File: config.mk
export PLATFORM = sky130hd
export DESIGN_NAME = ljpe_queue
export DESIGN_NICKNAME = d
export VERILOG_FILES = /design/src/rtl/ljpe_pkg.sv /design/src/rtl/ljpe_queue.sv
export SDC_FILE = /design/constraint.sdc
export NUM_CORES = 1
export LEC_CHECK = 0
export BUFFER_PORTS_ARGS = -buffer_cell sky130_fd_sc_hd__buf_2
export CAP_MARGIN = 5
export CELL_PAD_IN_SITES_DETAIL_PLACEMENT = 0
export CELL_PAD_IN_SITES_GLOBAL_PLACEMENT = 2
export CORE_MARGIN = 2
export CORE_UTILIZATION = 40
export DETAILED_ROUTE_END_ITERATION = 10
export GPL_TIMING_DRIVEN = 0
export PLACE_DENSITY_LB_ADDON = 0.1
export SLEW_MARGIN = 20
export SYNTH_ARGS = -nofsm -noshare
export SYNTH_HDL_FRONTEND = slang
export SYNTH_SLANG_ARGS = --single-unit
File: constraint.sdc
create_clock -name clk -period 9.25 [get_ports clk]
set_clock_uncertainty 0.05 [all_clocks]
set_input_delay 0.925 -clock clk [delete_from_list [all_inputs] [get_ports clk]]
set_output_delay 0.925 -clock clk [all_outputs]
set_load 0.03 [all_outputs]
File: src/rtl/ljpe_pkg.sv
// Types, constants and helpers for the Lennard-Jones pair energy accumulator.
// No dependencies.
package ljpe_pkg;

	localparam int IN_DATA_W = 208;
	localparam int D2_W      = 50;
	localparam int SSQ_W     = 34;
	localparam int NUM_W     = 58;

	localparam logic [48:0] ONE_Q24   = 49'(1) << 24;
	localparam logic [63:0] TWO_Q24   = 64'(1) << 25;
	localparam logic [63:0] CAP_MID   = 64'(1) << 62;
	localparam logic [63:0] CAP_E     = 64'(1) << 48;
	localparam logic [47:0] E_MAX     = {1'b0, {47{1'b1}}};
	localparam logic [47:0] E_MIN     = {1'b1, {47{1'b0}}};

	typedef enum logic [2:0] {
		PC_UNREL   = 3'd0,
		PC_BOND    = 3'd1,
		PC_ANGLE   = 3'd2,
		PC_TORSION = 3'd3,
		PC_SKIP    = 3'd4
	} pair_class_t;

	typedef enum logic [2:0] {
		CR_NEAR_CUT  = 3'd0,
		CR_FAR_CUT   = 3'd1,
		CR_NEAR_E    = 3'd2,
		CR_SCALE_14  = 3'd3,
		CR_BOND_LIM  = 3'd4,
		CR_ANGLE_LIM = 3'd5,
		CR_TORS_LIM  = 3'd6,
		CR_HALVE     = 3'd7
	} cfg_idx_t;

	typedef enum logic [1:0] {
		PK_NONE,
		PK_NEAR,
		PK_LJ
	} pair_kind_t;

	typedef enum logic [2:0] {
		BS_IDLE,
		BS_DIV,
		BS_MUL,
		BS_SCALE,
		BS_ACC
	} back_state_t;

	typedef struct packed {
		logic [47:0]        near_cut_sq;
		logic [47:0]        far_cut_sq;
		logic signed [31:0] near_energy;
		logic [16:0]        scale_14;
		logic [47:0]        bond_lim_sq;
		logic [47:0]        angle_lim_sq;
		logic [47:0]        tors_lim_sq;
		logic               halve;
	} ljpe_cfg_t;

	typedef struct packed {
		pair_kind_t        kind;
		logic              scale;
		logic              last;
		logic [D2_W-1:0]   d2;
		logic [SSQ_W-1:0]  s_sq;
		logic [31:0]       dep_prod;
	} pair_job_t;

	typedef struct packed {
		logic [47:0] value;
		logic        ovf;
	} clip_t;

	// Clip a sign and magnitude to the 48-bit signed range.
	function automatic clip_t clip48(input logic neg, input logic [48:0] mag);
		clip_t c;
		c.ovf = 1'b0;
		if (!neg) begin
			if (mag > {1'b0, E_MAX}) begin
				c.value = E_MAX;
				c.ovf   = 1'b1;
			end else begin
				c.value = mag[47:0];
			end
		end else begin
			if (mag > {1'b0, E_MIN}) begin
				c.value = E_MIN;
				c.ovf   = 1'b1;
			end else begin
				c.value = 48'd0 - mag[47:0];
			end
		end
		return c;
	endfunction

endpackage

File: src/rtl/ljpe_queue.sv
// Short job queue between the front classifier and the energy back end.
// Depends on ljpe_pkg.
module ljpe_queue import ljpe_pkg::*; #(
	parameter int DEPTH = 4
) (
	input  logic      clk,
	input  logic      arst_n,
	input  logic      push,
	input  pair_job_t push_job,
	output logic      full,
	input  logic      pop,
	output logic      pop_valid,
	output pair_job_t pop_job
);

	localparam int PW = (DEPTH > 1) ? $clog2(DEPTH) : 1;
	localparam int CW = $clog2(DEPTH + 1);

	pair_job_t      mem_q [DEPTH];
	logic [PW-1:0]  wr_q, rd_q;
	logic [CW-1:0]  cnt_q;

	assign full      = cnt_q == CW'(DEPTH);
	assign pop_valid = cnt_q != '0;
	assign pop_job   = mem_q[rd_q];

	always_ff @(posedge clk or negedge arst_n) begin
		if (!arst_n) begin
			wr_q  <= '0;
			rd_q  <= '0;
			cnt_q <= '0;
		end else begin
			if (push)
				wr_q <= (wr_q == PW'(DEPTH - 1)) ? '0 : wr_q + PW'(1);
			if (pop)
				rd_q <= (rd_q == PW'(DEPTH - 1)) ? '0 : rd_q + PW'(1);
			if (push && !pop)
				cnt_q <= cnt_q + CW'(1);
			else if (pop && !push)
				cnt_q <= cnt_q - CW'(1);
		end
	end

	always_ff @(posedge clk) begin
		if (push)
			mem_q[wr_q] <= push_job;
	end

endmodule

### Word-level counts from Yosys, hierarchy flattened

Memories as Yosys holds them, arrays and structs flattened.
Cells that the tools add are included.

* memory bits (writable): 480
* memories kept: 1
* bits in registers: 7
* word-level logic and storage cells: 23
* bits in latches: 0
* output and inout bits: 122
* input bits: 124
* ROM bits: 0

Memories
* mem_q: depth 4, width 120, rd ports 1, clocked after memory_dff 0, wr ports 1, RTL line ljpe_queue.sv:19 `pair_job_t mem_q [DEPTH];`

* bitwise gates (word level): 0
* $add $sub $neg: 4
* divide/modulo/power cells: 0
* shifts and indexed selects: 0
* muxes and demuxes: 6
* $lt $le $gt $ge: 0
* multipliers: 0
* reduce and logical (&&, ||, !) cells: 6
* eq/ne operators: 3

Operator list (count)
* two-way mux 3 bit: 2
* adder 2 x 1 -> 2 bit (second input constant): 2
* == test 2 bit (second input constant): 2
* two-way mux 2 bit: 2
* adder 3 x 1 -> 3 bit (second input constant): 1
* == test 3 bit (second input constant): 1
* nonzero test 3 bit: 1
* subtractor 3 x 1 -> 3 bit (second input constant): 1
* logical AND 1 bit: 2
* logical NOT 1 bit: 2
* two-way mux 1 bit: 2
* nonzero test 2 bit: 1

### Longest topological paths before layout

* depth in word-level cells: 4
* mapped depth: 7
* gate-level depth less buffers: 7

### Least setup slack after synthesis

OpenSTA, ideal clock, no wires.

* kind: input -> register
* from: in push
* to: mem mem_q[0][0] in the netlist's numbering (enable)
* required time: 8.707 ns
* library setup time: 0.493 ns
* slack: 5.028 ns
* stages: 1
* path buffers: 0
* arrival time: 3.680 ns
* cell sequence: and2_1

* cells in the longest elaborated chain, start to end: 2

Ends and longest elaborated chain
* from (decl): RTL line ljpe_queue.sv:8 `input logic push,`
* two-way mux 1 bit: RTL line ljpe_queue.sv:45 `if (push)`
* two-way mux 1 bit (not written as such): RTL line ljpe_queue.sv:46 `mem_q[wr_q] <= push_job;`
* to (decl): RTL line ljpe_queue.sv:19

Every way passes these cells.

==> flow_metrics.tcl <==
set metrics [dict create \
    status "finished, final reports clean" \
    numPlacedInstances 1513 \
    grtUsageTotal 0.159 \
    clk_pin_slew_ns 0.06 \
    synth_seq_cells 487 \
    drtPass1Iterations 4 \
    fin_crit_ns 3.35 \
    leakagePower_nw 7.39 \
    power.switching_mw 2.46 \
    synth_flop_cell "edfxtp_1" \
    drt_iter0_drc 379 \
    fp.dieH_um 215 \
    die_w_um 215 \
    power.density_nw_per_um2 342 \
    startpoint "rd_q[1]" \
    place_congestion 0.670 \
    drtAntennaViolNets 0 \
    coreArea_um2 44000 \
    ys_seq_area_frac 0.821 \
    setup_viol 0 \
    switching_share 0.331 \
    drt-wirelength-per-cell_um 22.3 \
    fillCellCount 3632 \
    finalMaxSlewViolations 0 \
    avgSynthCellArea_um2 26.8 \
    cp-endpoint "pop_job[96]" \
    cp.depth 4 \
    start_util 0.403 \
    syn_inst 664 \
    syn-num-nets 795 \
    rsz0062_at_grt "false" \
    postCtsSetupRepairBufs 0 \
    fin_util 0.492 \
    critPathMaxStageDelay_ns 0.44 \
    worst_pin_slew_ns 0.716 \
    worst-path-buf-inv 3 \
    timing_worst_setup_path_type "flop to primary output" \
    synth_top_area_frac 0.811 \
    synth_top_cell_by_area "edfxtp_1" \
    insertion_delay_ns 0.57 \
    vias 7914 \
    ios 246 \
    crit_path_frequent_cell "buf_2" \
    layout_setup_ws_ns 5.90 \
    cts_tree "done" \
    r2r_cells 5 \
    stdcell_count 1608 \
    grt_max_degree 42 \
    cts_root_buffer "clkbuf_16" \
    cp_top_family "buffers and inverters" \
    required_ns 8.28 \
    r2r-end "mem_q[0][60]" \
    cts_num_sinks 487 \
    preCtsSetupSlack_ns 6.42 \
    regToRegSetupSlack_ns 7.19 \
    routed_wirelength_mm 35.8 \
    cp_max_fo 10 \
    pwr-share-comb 0.339 \
    yosys-top-cells-count "edfxtp_1 (480), mux4_2 (120), buf_2 (10), buf_8 (8), dfrtp_1 (7)" \
    synth_cell_types 20 \
    max_slew_margin 0.522 \
    synth_most_common_cell "edfxtp_1" \
    drcViolationCount 0 \
    ctsHoldBuffers 0 \
    crit_path_cell_trace "buf_2, buf_2, mux4_2, buf_2" \
    cts_max_level 2 \
    nNetsFinal 1105 \
    grt_antenna_before_repair 7 \
    vias_per_cell 4.92 \
    arrival_ns 2.38 \
    ys_warn_count 0 \
    critPathCaptureType "primary output" \
    cpMaxStageDelayCell "dfrtp_1" \
    start_kind "flop" \
    clkPwrFrac 0.270 \
    final.setup.tns_ns 0 \
    cts_buffer_depth 3 \
    final-hold-violation-count 0 \
    drive_gt1_frac 0.470 \
    synthesis.area_um2 17800 \
    synth_area_leaders "edfxtp_1 (81%), mux4_2 (15%), dfrtp_1 (0.99%)" \
    power.internal_mw 4.96 \
    rows 77 \
    port_buffers 245 \
    cap_viol_max_count 0 \
    seqPwrFrac 0.391 \
    cts-resized-gates 0 \
    die_area_um2 46100 \
    grt_pass1_wl_mm 54.9 \
    period_share 0.362 \
    hpwl_mm 22.1 \
    syn_to_final_growth_pct 22.0 \
    r2r-start "wr_q[0]" \
    hp-class "input pin to asynchronous set/reset pin" \
    grt_pass1_vias 8654 \
    peakVddDrop_mv 0.191 \
    overflow 0 \
    synth_edf_count 480 \
    fmaxAchievable_mhz 298 \
    cts_made_buffers 51 \
    synthArstFlopShare 0.0144 \
]
[kinds of logic after synthesis]
kind of cell | after synthesis | share of synthesized area
and+or+nand+nor | 11 | 0.00324
AOI/OAI and AO/OA | 2 | 0.000564
adders and majority gates | 7 | 0.00535
buffers and inverters | 31 | 0.0140
xor gates and xnor gates | 3 | 0.00148
DFF | 487 | 0.821
muxes | 123 | 0.154
[state kept, by name, summed over array words and instances (netlist names)]
name and count:
rd_q 2, wr_q 2, cnt_q 3, mem_q 480
[worst register-to-register path, delay by kind of cell (launching register included)]
family | cells | cell delay (ns)
and+or+nand+nor | 1 | 0.39
buffers and inverters | 3 | 0.69
DFF | 1 | 0.41
adders and majority gates | 1 | 0.16
[layout make-up]
| class | instances | area (um^2) | share of cell area |
|---|---|---|---|
| Antenna cell | 4 | 10.0 | 0.000462 |
| Buffer | 27 | 234 | 0.0108 |
| Tap cell | 592 | 741 | 0.0342 |
| Clock inverter | 28 | 277 | 0.0128 |
| Inverter | 4 | 15.0 | 0.000693 |
| Timing Repair Buffer | 257 | 1510 | 0.0697 |
| Clock buffer | 63 | 1360 | 0.0629 |
| Sequential cell | 487 | 14600 | 0.673 |
| Multi-Input combinational cell | 146 | 2940 | 0.135 |
[worst min path at each step]
stage          startpoint       end  depth (start not counted)
2_1_floorplan    cnt_q[2]  cnt_q[2]                          1
5_1_grt            arst_n  cnt_q[2]                          1
3_5_place_dp     cnt_q[2]  cnt_q[2]                          1
4_1_cts            arst_n  cnt_q[2]                          1
3_3_place_gp     cnt_q[2]  cnt_q[2]                          1
6_report           arst_n  cnt_q[2]                          1
[per-stage QoR]
stage	hold WS, ns	cell area (um^2)	total power [mW]
after floorplan	0.399	17800	4.76
after global placement	0.423	19700	5.55
after detailed placement	0.422	20000	5.53
after CTS	0.0903	21700	7.56
after global routing	0.104	21700	7.77
final	0.128	21700	7.41
[per-layer routing]
metal  global-route usage  share of wire  vias up
met4               0.0403          0.019        8
met1                0.211           0.43     4141
li1                     -              -     3508
met3               0.0515          0.067       60
met2                0.256           0.48      197
met5                    0         0.0015        -
[placed cells by master, fill, tap and decap left out, drive strengths merged]
cell type	count
and2	4
buf	284
bufinv	6
clkbuf	63
clkinv	21
clkinvlp	1
dfrtp	7
diode	4
edfxtp	480
fa	1
ha	6
inv	4
mux2	3
mux4	120
nand2	2
nor2	3
nor3b	1
o21ai	2
or3	1
xnor2	1
xor2	2
[power groups by stage]
stage | clock (mW) | combinational (mW) | sequential (mW)
2_1_floorplan | 0 | 1.79 | 2.97
3_3_place_gp | 0 | 2.51 | 3.03
3_5_place_dp | 0 | 2.59 | 2.95
4_1_cts | 2.07 | 2.59 | 2.90
5_1_grt | 2.16 | 2.68 | 2.93
6_report | 2.00 | 2.52 | 2.90
Note: power is estimated with default switching activity, not from simulation.
